<file path="src/rtl/tmac_pkg.sv">
// ----------------------------------------------------------------------------
// tmac_pkg
// Shared types and constants of the tile memory allocator and compactor.
// ----------------------------------------------------------------------------
package tmac_pkg;

  localparam int TOTAL_CHARS = 2048;
  localparam int MAX_REGIONS = 64;
  localparam int KEY_BITS    = 16;
  localparam int SLOT_W      = 6;
  localparam int OFS_W       = 11;
  localparam int CNT_W       = 7;
  localparam int USERS_W     = 8;
  localparam logic [USERS_W-1:0] USERS_MAX = 8'd255;

  typedef enum logic [1:0] {
    FN_GET     = 2'd0,
    FN_RELEASE = 2'd1,
    FN_DEFRAG  = 2'd2,
    FN_CLEAR   = 2'd3
  } func_e;

  typedef enum logic [2:0] {
    ST_NEW     = 3'd0,
    ST_SHARED  = 3'd1,
    ST_NOSPACE = 3'd2,
    ST_STILL   = 3'd3,
    ST_FREED   = 3'd4,
    ST_BADH    = 3'd5
  } status_e;

  // One row of the region table
  typedef struct packed {
    logic [KEY_BITS-1:0] key;
    logic                shared;
    logic [OFS_W-1:0]    start;
    logic [OFS_W-1:0]    size;
    logic [USERS_W-1:0]  users;
  } slot_t;

  localparam int SLOT_BITS = $bits(slot_t);

  // Request as taken from the input channel
  typedef struct packed {
    func_e               func;
    logic [KEY_BITS-1:0] key;
    logic                shared;
    logic [OFS_W-1:0]    nchars;
    logic [SLOT_W-1:0]   handle;
    logic                deferred;
  } req_t;

  // Result handed to the output stage
  typedef struct packed {
    status_e           status;
    logic [SLOT_W-1:0] slot;
    logic [OFS_W-1:0]  offset;
    logic [OFS_W-1:0]  used;
    logic [OFS_W:0]    free;
    logic [CNT_W-1:0]  count;
    logic [OFS_W-1:0]  mark;
  } res_t;

endpackage

</file>
<file path="src/rtl/tmac_ram.sv">
// ----------------------------------------------------------------------------
// tmac_ram
// Simple dual-port synchronous memory, one write and one registered read.
// ----------------------------------------------------------------------------
module tmac_ram #(
  parameter int Width = 8,
  parameter int Depth = 64
) (
  input  logic                     clk_i,
  input  logic                     we_i,
  input  logic [$clog2(Depth)-1:0] waddr_i,
  input  logic [Width-1:0]         wdata_i,
  input  logic [$clog2(Depth)-1:0] raddr_i,
  output logic [Width-1:0]         rdata_o
);

  logic [Width-1:0] mem_q [Depth];

  // Write port
  always_ff @(posedge clk_i) begin
    if (we_i) begin
      mem_q[waddr_i] <= wdata_i;
    end
  end

  // Registered read port
  always_ff @(posedge clk_i) begin
    rdata_o <= mem_q[raddr_i];
  end

endmodule

</file>
<file path="src/rtl/tmac_ctrl.sv">
// ----------------------------------------------------------------------------
// tmac_ctrl
// Request sequencer: walks the order list and region table memories.
// ----------------------------------------------------------------------------
module tmac_ctrl (
  input  logic            clk_i,
  input  logic            rst_ni,
  input  logic            req_valid_i,
  output logic            req_ready_o,
  input  tmac_pkg::req_t  req_i,
  output logic            res_valid_o,
  input  logic            res_ready_i,
  output tmac_pkg::res_t  res_o
);

  typedef enum logic [18:0] {
    S_IDLE   = 19'h00001,
    S_G_ORD  = 19'h00002,
    S_G_SLT  = 19'h00004,
    S_G_CHK  = 19'h00008,
    S_G_ALOC = 19'h00010,
    S_G_FREE = 19'h00020,
    S_R_SLT  = 19'h00040,
    S_R_CHK  = 19'h00080,
    S_R_FIND = 19'h00100,
    S_R_FCHK = 19'h00200,
    S_R_SHRD = 19'h00400,
    S_R_SHWR = 19'h00800,
    S_D_ORD  = 19'h01000,
    S_D_SLT  = 19'h02000,
    S_D_CHK  = 19'h04000,
    S_E_ORD  = 19'h08000,
    S_E_SLT  = 19'h10000,
    S_E_CHK  = 19'h20000,
    S_DONE   = 19'h40000
  } state_e;

  localparam int SW = tmac_pkg::SLOT_W;
  localparam int OW = tmac_pkg::OFS_W;
  localparam int CW = tmac_pkg::CNT_W;

  state_e state_q, state_d;
  tmac_pkg::req_t req_q, req_d;
  logic [CW-1:0] idx_q, idx_d, live_q, live_d;
  logic [OW-1:0] mark_q, mark_d, end_q, end_d, start_q, start_d, offset_q, offset_d;
  logic [SW-1:0] sidx_q, sidx_d, slot_q, slot_d;
  tmac_pkg::status_e status_q, status_d;
  logic [tmac_pkg::MAX_REGIONS-1:0] valid_q, valid_d;

  logic          ord_we;
  logic [SW-1:0] ord_waddr, ord_wdata, ord_raddr, ord_rdata;
  logic          slt_we;
  logic [SW-1:0] slt_waddr, slt_raddr;
  tmac_pkg::slot_t slt_wdata, slt_rdata;

  logic [OW-1:0] alloc_start;
  logic [OW:0]   alloc_end;
  logic [CW-1:0] idx_inc;

  tmac_ram #(.Width(SW), .Depth(tmac_pkg::MAX_REGIONS)) u_order_ram (
    .clk_i   (clk_i),
    .we_i    (ord_we),
    .waddr_i (ord_waddr),
    .wdata_i (ord_wdata),
    .raddr_i (ord_raddr),
    .rdata_o (ord_rdata)
  );

  tmac_ram #(.Width(tmac_pkg::SLOT_BITS), .Depth(tmac_pkg::MAX_REGIONS)) u_slot_ram (
    .clk_i   (clk_i),
    .we_i    (slt_we),
    .waddr_i (slt_waddr),
    .wdata_i (slt_wdata),
    .raddr_i (slt_raddr),
    .rdata_o (slt_rdata)
  );

  assign idx_inc     = idx_q + CW'(1);
  assign alloc_start = (live_q == '0) ? OW'(1) : end_q;
  assign alloc_end   = {1'b0, alloc_start} + {1'b0, req_q.nchars};

  // Sequence one request through the memories
  always_comb begin
    state_d   = state_q;
    req_d     = req_q;
    idx_d     = idx_q;
    live_d    = live_q;
    mark_d    = mark_q;
    end_d     = end_q;
    start_d   = start_q;
    offset_d  = offset_q;
    sidx_d    = sidx_q;
    slot_d    = slot_q;
    status_d  = status_q;
    valid_d   = valid_q;
    ord_we    = 1'b0;
    ord_waddr = idx_q[SW-1:0];
    ord_wdata = '0;
    ord_raddr = idx_q[SW-1:0];
    slt_we    = 1'b0;
    slt_waddr = sidx_q;
    slt_wdata = slt_rdata;
    slt_raddr = sidx_q;

    unique case (state_q)
      S_IDLE: begin
        if (req_valid_i) begin
          req_d    = req_i;
          status_d = tmac_pkg::ST_NEW;
          slot_d   = '0;
          offset_d = '0;
          idx_d    = '0;
          unique case (req_i.func)
            tmac_pkg::FN_GET: begin
              state_d = (req_i.shared && live_q != '0) ? S_G_ORD : S_G_ALOC;
            end
            tmac_pkg::FN_RELEASE: begin
              slot_d = req_i.handle;
              if (!valid_q[req_i.handle]) begin
                status_d = tmac_pkg::ST_BADH;
                state_d  = S_DONE;
              end else begin
                sidx_d  = req_i.handle;
                state_d = S_R_SLT;
              end
            end
            tmac_pkg::FN_DEFRAG: begin
              state_d = (mark_q > OW'(1)) ? S_D_ORD : S_DONE;
            end
            default: begin
              valid_d = '0;
              live_d  = '0;
              mark_d  = OW'(1);
              end_d   = '0;
              state_d = S_DONE;
            end
          endcase
        end
      end

      // Shared lookup: order entry, then region row, then compare
      S_G_ORD: state_d = S_G_SLT;
      S_G_SLT: begin
        sidx_d    = ord_rdata;
        slt_raddr = ord_rdata;
        state_d   = S_G_CHK;
      end
      S_G_CHK: begin
        if (slt_rdata.shared && slt_rdata.key == req_q.key) begin
          if (slt_rdata.users < tmac_pkg::USERS_MAX) begin
            slt_we          = 1'b1;
            slt_wdata.users = slt_rdata.users + 8'd1;
          end
          status_d = tmac_pkg::ST_SHARED;
          slot_d   = sidx_q;
          offset_d = slt_rdata.start;
          state_d  = S_DONE;
        end else begin
          idx_d   = idx_inc;
          state_d = (idx_inc == live_q) ? S_G_ALOC : S_G_ORD;
        end
      end

      // Bump allocation after the last region
      S_G_ALOC: begin
        if (req_q.nchars == '0 || live_q == CW'(tmac_pkg::MAX_REGIONS) ||
            alloc_end >= (OW+1)'(tmac_pkg::TOTAL_CHARS)) begin
          status_d = tmac_pkg::ST_NOSPACE;
          state_d  = S_DONE;
        end else begin
          start_d = alloc_start;
          idx_d   = '0;
          state_d = S_G_FREE;
        end
      end
      S_G_FREE: begin
        if (!valid_q[idx_q[SW-1:0]]) begin
          slt_we           = 1'b1;
          slt_waddr        = idx_q[SW-1:0];
          slt_wdata.key    = req_q.key;
          slt_wdata.shared = req_q.shared;
          slt_wdata.start  = start_q;
          slt_wdata.size   = req_q.nchars;
          slt_wdata.users  = 8'd1;
          ord_we           = 1'b1;
          ord_waddr        = live_q[SW-1:0];
          ord_wdata        = idx_q[SW-1:0];
          valid_d[idx_q[SW-1:0]] = 1'b1;
          live_d   = live_q + CW'(1);
          end_d    = OW'({1'b0, start_q} + {1'b0, req_q.nchars});
          status_d = tmac_pkg::ST_NEW;
          slot_d   = idx_q[SW-1:0];
          offset_d = start_q;
          state_d  = S_DONE;
        end else begin
          idx_d = idx_inc;
        end
      end

      // Release: drop a user, free the region at zero
      S_R_SLT: state_d = S_R_CHK;
      S_R_CHK: begin
        offset_d = slt_rdata.start;
        if (slt_rdata.users > 8'd1) begin
          slt_we          = 1'b1;
          slt_wdata.users = slt_rdata.users - 8'd1;
          status_d        = tmac_pkg::ST_STILL;
          state_d         = S_DONE;
        end else begin
          valid_d[sidx_q] = 1'b0;
          if (mark_q == OW'(1) || slt_rdata.start < mark_q) begin
            mark_d = slt_rdata.start;
          end
          status_d = tmac_pkg::ST_FREED;
          idx_d    = '0;
          state_d  = S_R_FIND;
        end
      end
      S_R_FIND: state_d = S_R_FCHK;
      S_R_FCHK: begin
        if (ord_rdata == sidx_q) begin
          state_d = S_R_SHRD;
        end else begin
          idx_d   = idx_inc;
          state_d = S_R_FIND;
        end
      end
      // Close the gap in the order list one entry at a time
      S_R_SHRD: begin
        if (idx_inc < live_q) begin
          ord_raddr = idx_inc[SW-1:0];
          state_d   = S_R_SHWR;
        end else begin
          live_d  = live_q - CW'(1);
          state_d = S_E_ORD;
        end
      end
      S_R_SHWR: begin
        ord_we    = 1'b1;
        ord_wdata = ord_rdata;
        idx_d     = idx_inc;
        state_d   = S_R_SHRD;
      end

      // Compaction pass over the regions in order; a deferred request stops after one move
      S_D_ORD: begin
        if (idx_q == live_q) begin
          mark_d  = OW'(1);
          state_d = S_E_ORD;
        end else begin
          state_d = S_D_SLT;
        end
      end
      S_D_SLT: begin
        sidx_d    = ord_rdata;
        slt_raddr = ord_rdata;
        state_d   = S_D_CHK;
      end
      S_D_CHK: begin
        if (mark_q < slt_rdata.start) begin
          slt_we          = 1'b1;
          slt_wdata.start = mark_q;
          mark_d          = OW'({1'b0, mark_q} + {1'b0, slt_rdata.size});
          idx_d           = '0;
          state_d         = req_q.deferred ? S_E_ORD : S_D_ORD;
        end else begin
          if (mark_q == slt_rdata.start) begin
            mark_d = OW'({1'b0, mark_q} + {1'b0, slt_rdata.size});
          end
          idx_d   = idx_inc;
          state_d = S_D_ORD;
        end
      end

      // Recompute the end of the last region
      S_E_ORD: begin
        ord_raddr = SW'(live_q - CW'(1));
        if (live_q == '0) begin
          end_d   = '0;
          state_d = S_DONE;
        end else begin
          state_d = S_E_SLT;
        end
      end
      S_E_SLT: begin
        slt_raddr = ord_rdata;
        state_d   = S_E_CHK;
      end
      S_E_CHK: begin
        end_d   = OW'({1'b0, slt_rdata.start} + {1'b0, slt_rdata.size});
        state_d = S_DONE;
      end

      S_DONE: begin
        if (res_ready_i) begin
          state_d = S_IDLE;
        end
      end
      default: state_d = S_IDLE;
    endcase
  end

  // Control registers
  always_ff @(posedge clk_i or negedge rst_ni) begin
    if (!rst_ni) begin
      state_q <= S_IDLE;
      live_q  <= '0;
      mark_q  <= OW'(1);
      end_q   <= '0;
      valid_q <= '0;
    end else begin
      state_q <= state_d;
      live_q  <= live_d;
      mark_q  <= mark_d;
      end_q   <= end_d;
      valid_q <= valid_d;
    end
  end

  // Working registers
  always_ff @(posedge clk_i) begin
    req_q    <= req_d;
    idx_q    <= idx_d;
    start_q  <= start_d;
    offset_q <= offset_d;
    sidx_q   <= sidx_d;
    slot_q   <= slot_d;
    status_q <= status_d;
  end

  assign req_ready_o  = (state_q == S_IDLE);
  assign res_valid_o  = (state_q == S_DONE);
  assign res_o.status = status_q;
  assign res_o.slot   = slot_q;
  assign res_o.offset = offset_q;
  assign res_o.used   = end_q;
  assign res_o.free   = (OW+1)'(tmac_pkg::TOTAL_CHARS) - {1'b0, end_q};
  assign res_o.count  = live_q;
  assign res_o.mark   = mark_q;

endmodule

</file>
<file path="config.mk">
export PLATFORM = sky130hd
export DESIGN_NAME = tmac_ctrl
export DESIGN_NICKNAME = d
export VERILOG_FILES = /design/src/rtl/tmac_pkg.sv /design/src/rtl/tmac_ram.sv /design/src/rtl/tmac_ctrl.sv
export SDC_FILE = /design/constraint.sdc
export NUM_CORES = 2
export LEC_CHECK = 0
export BUFFER_PORTS_ARGS = -buffer_cell sky130_fd_sc_hd__buf_2
export CORE_ASPECT_RATIO = 0.75
export CORE_UTILIZATION = 32
export DETAILED_ROUTE_END_ITERATION = 8
export RECOVER_POWER = 100
export SLEW_MARGIN = 40
export SYNTH_ARGS = -nofsm -noshare
export SYNTH_HDL_FRONTEND = slang
export SYNTH_SLANG_ARGS = --single-unit
</file>
<file path="constraint.sdc">
create_clock -name clk_i -period 8.3 [get_ports clk_i]
set_clock_uncertainty 0.2 [all_clocks]
set_input_delay 0.415 -clock clk_i [delete_from_list [all_inputs] [get_ports clk_i]]
set_output_delay 0.415 -clock clk_i [all_outputs]
set_load 0.01 [all_outputs]
</file>
==> metrics.yaml <==
status: "finished with violations"
failed_checks: "max-capacitance violations, max-slew violations"
numCtsBuffers: 338
leakagePower_nw: 55.70
cts_resized: 0
synth_mux_area_share_pct: 6.307
row_count: 214
synth_cell_types: 89
start_util_pct: 32.14
r2r_slack_ns: 1.07
ys_seq_area_share_pct: 74.13
drt-vias-per-instance: 5.510
rr_worst_depth: 13
synthToLayoutAreaGrowth_pct: 14.29
drc: 0
ys_warn_count: 0
final_hold_viol_count: 0
synthAdderAreaFrac_pct: 0.6085
fill_cells: 42430
dp_hpwl_mm: 279.1
die_x_um: 780.9
antenna_found_initial: 53
cts_max_path_buffers: 4
drt_iter0_drc: 14120
grt_pass1_vias: 83790
instances_no_fill: 16580
postCtsHoldBufs: 49
vias: 91340
endpoint_kind: "register"
die_h_um: 586.1
fin_util_pct: 36.73
cp_data_arrival_time_ns: 7.55
power_density_nw_per_um2: 262.0
synth-compound-area-share_pct: 6.814
hold_class: "input pin to register"
synthCells: 10040
wl_per_cell_um: 27.43
max_freq_mhz: 138.3
port_buffers: 103
synth-main-ff-cell: "edfxtp_1"
async_reset_ff_share_pct: 3.085
postCtsSetupBuffers: 0
root_buffer: "clkbuf_16"
drv_cap: 63
cts-htree-levels: 5
finalSetupViolCount: 0
ys_ff_latch: 3630
synth_top_family_by_area: "simple AND/OR/NAND/NOR gates"
layout_commonest_cell: "edfxtp_1"
num_io_pins: 104
drv_slew: 2878
yosys.area_share.simple_pct: 9.634
drive_gt1_share_pct: 9.460
min_period_ns: 7.230
synth_top_cell_by_area: "edfxtp_1"
synth.top_cell.area_share_pct: 71.47
relSlewSlack_pct: -158.5
grt_start_max_net_pins: 118
synth_fp_nets: 10150
grt_pass1_wl_mm: 637.8
tightest_slew_ns: 3.878
dp.cells: 15890
worstSetupPathType: "register to register"
synthXorXnorAreaFrac_pct: 0.4692
first_pass_iters: 6
critPathRequiredTime_ns: 8.62
final_cell_mix: "edfxtp_1, nand2_1, mux2i_1"
syn_avg_cell_area_um2: 14.50
drt-total-wl_mm: 454.6
clkTransAtPathRegs_ns: 0.06
place_congestion: 0.8865
ant_nets: 0
rsz0062_at_grt: "no"
cts.sinks: 3630
core_um2: 453000
gr-total-overflow: 0
synthTopCellsByArea: "edfxtp_1, mux2i_1, nand2_1"
finalNetCount: 10350
ir_drop_mv: 0.1516
dieArea_um2: 457700
grt_util_all_layers_pct: 19.03
cts_tree: "yes"
cp_max_fo: 45
insertion_delay_ns: 0.94
synth_edf_count: 3465
syn_area_um2: 145600
finalSetupTns_ns: 0
hold_path_depth: 2
post-route-period-util_pct: 87.11
start_kind: "register"
## final cells by class
type,count,area [um2],area share [%]
inverter,46,172.7,0.1038
clock buffer,433,9126,5.485
clock inverter,172,1693,1.017
multi-input combinational,5718,35570,21.38
tap,6048,7567,4.548
sequential,3630,107900,64.86
timing repair buffer,508,4283,2.574
antenna,22,55.05,0.03309
## worst max-delay path: stages, from the launching register on
cell and delay [ns]:
dfrtp_1 0.41, nor4_1 0.61, nand3_1 0.29, nor4_1 0.37
nand3b_1 0.11, clkbuf_1 0.44, nor4_1 0.54, clkbuf_2 0.94
inv_1 0.67, nor2_1 0.35, o21ai_4 0.20, nor2_4 0.44
buf_8 0.25, clkbuf_2 0.94
## routing by layer
| metal | vias to the layer above | GRT usage (%) | routed length (um) |
|---|---|---|---|
| met5 | - | 0 | 76 |
| met4 | 12 | 4.242 | 10960 |
| met3 | 643 | 5.709 | 61030 |
| met2 | 5333 | 25.80 | 181500 |
| met1 | 46410 | 29.54 | 201000 |
| li1 | 38940 | - | - |
## report_power, final
| part | leakage, nW | switching [mW] | total (mW) | internal (mW) |
|---|---|---|---|---|
| clock network | 5.30 | 6.95 | 15.6 | 8.65 |
| logic | 17.0 | 4.72 | 6.40 | 1.68 |
| registers | 33.4 | 0.466 | 21.6 | 21.1 |
| total | 55.7 | 12.1 | 43.6 | 31.5 |
## final timing paths
kind                                            end   startpoint
max                        u_slot_ram.mem_q[32][20]  state_q[15]
min in group asynchronous               state_q[11]       rst_ni
max reg2reg                u_slot_ram.mem_q[32][20]  state_q[15]
min                                       req_q[14]    req_i[14]
min reg2reg                             valid_q[10]  valid_q[10]
max in group asynchronous               valid_q[31]       rst_ni
## state kept, by name (all words and copies together), names as in the netlist
signal and cells:
u_order_ram.mem_q 384, u_order_ram.rdata_o 6, req_q 29, valid_q 64, status_q 3, state_q 19, start_q 11, mark_q 11
sidx_q 6, end_q 11, u_slot_ram.rdata_o 47, idx_q 7, u_slot_ram.mem_q 3008, live_q 7, offset_q 11, slot_q 6
## cells by family (layout without fill, tap and decap cells)
group | Yosys count | after routing
buf+inv | 690 | 1159
compound gates | 1547 | 1547
fa+ha+maj | 69 | 69
simple gates | 3144 | 3144
xor+xnor | 78 | 78
mux | 880 | 880
other cells | 0 | 22
flops | 3630 | 3630
## cells in the mapped netlist (all sizes together) (27+ instances only)
cell and n:
o22ai 391, o21ai 392, xnor2 55, dfxtp 53, a22oi 45, nor2 252, a31oi 256, a21o 27
and4 51, edfxtp 3465, nand4 164, clkbuf 390, and3 81, mux4 27, nand3 597, a32oi 47
a211oi 90, a21oi 98, buf 254, mux2i 827, nor3 27, dfrtp 110, nor4 30, nand2 1829
ha 66, inv 46, a311oi 86
## stage by stage
stage	hold slack, ns	power [mW]	setup WS, ns	instance area [um2]
finish	0.08222	43.60	1.070	166400
global route	0.05526	44.79	0.9264	166300
CTS	0.001930	43.58	2.009	167400
detailed placement	0.3075	28.17	2.011	156000
global placement	0.3043	28.06	1.579	155000
floorplan	-0.08059	25.48	2.189	145600
Note: power is estimated with default switching activity, not from simulation.
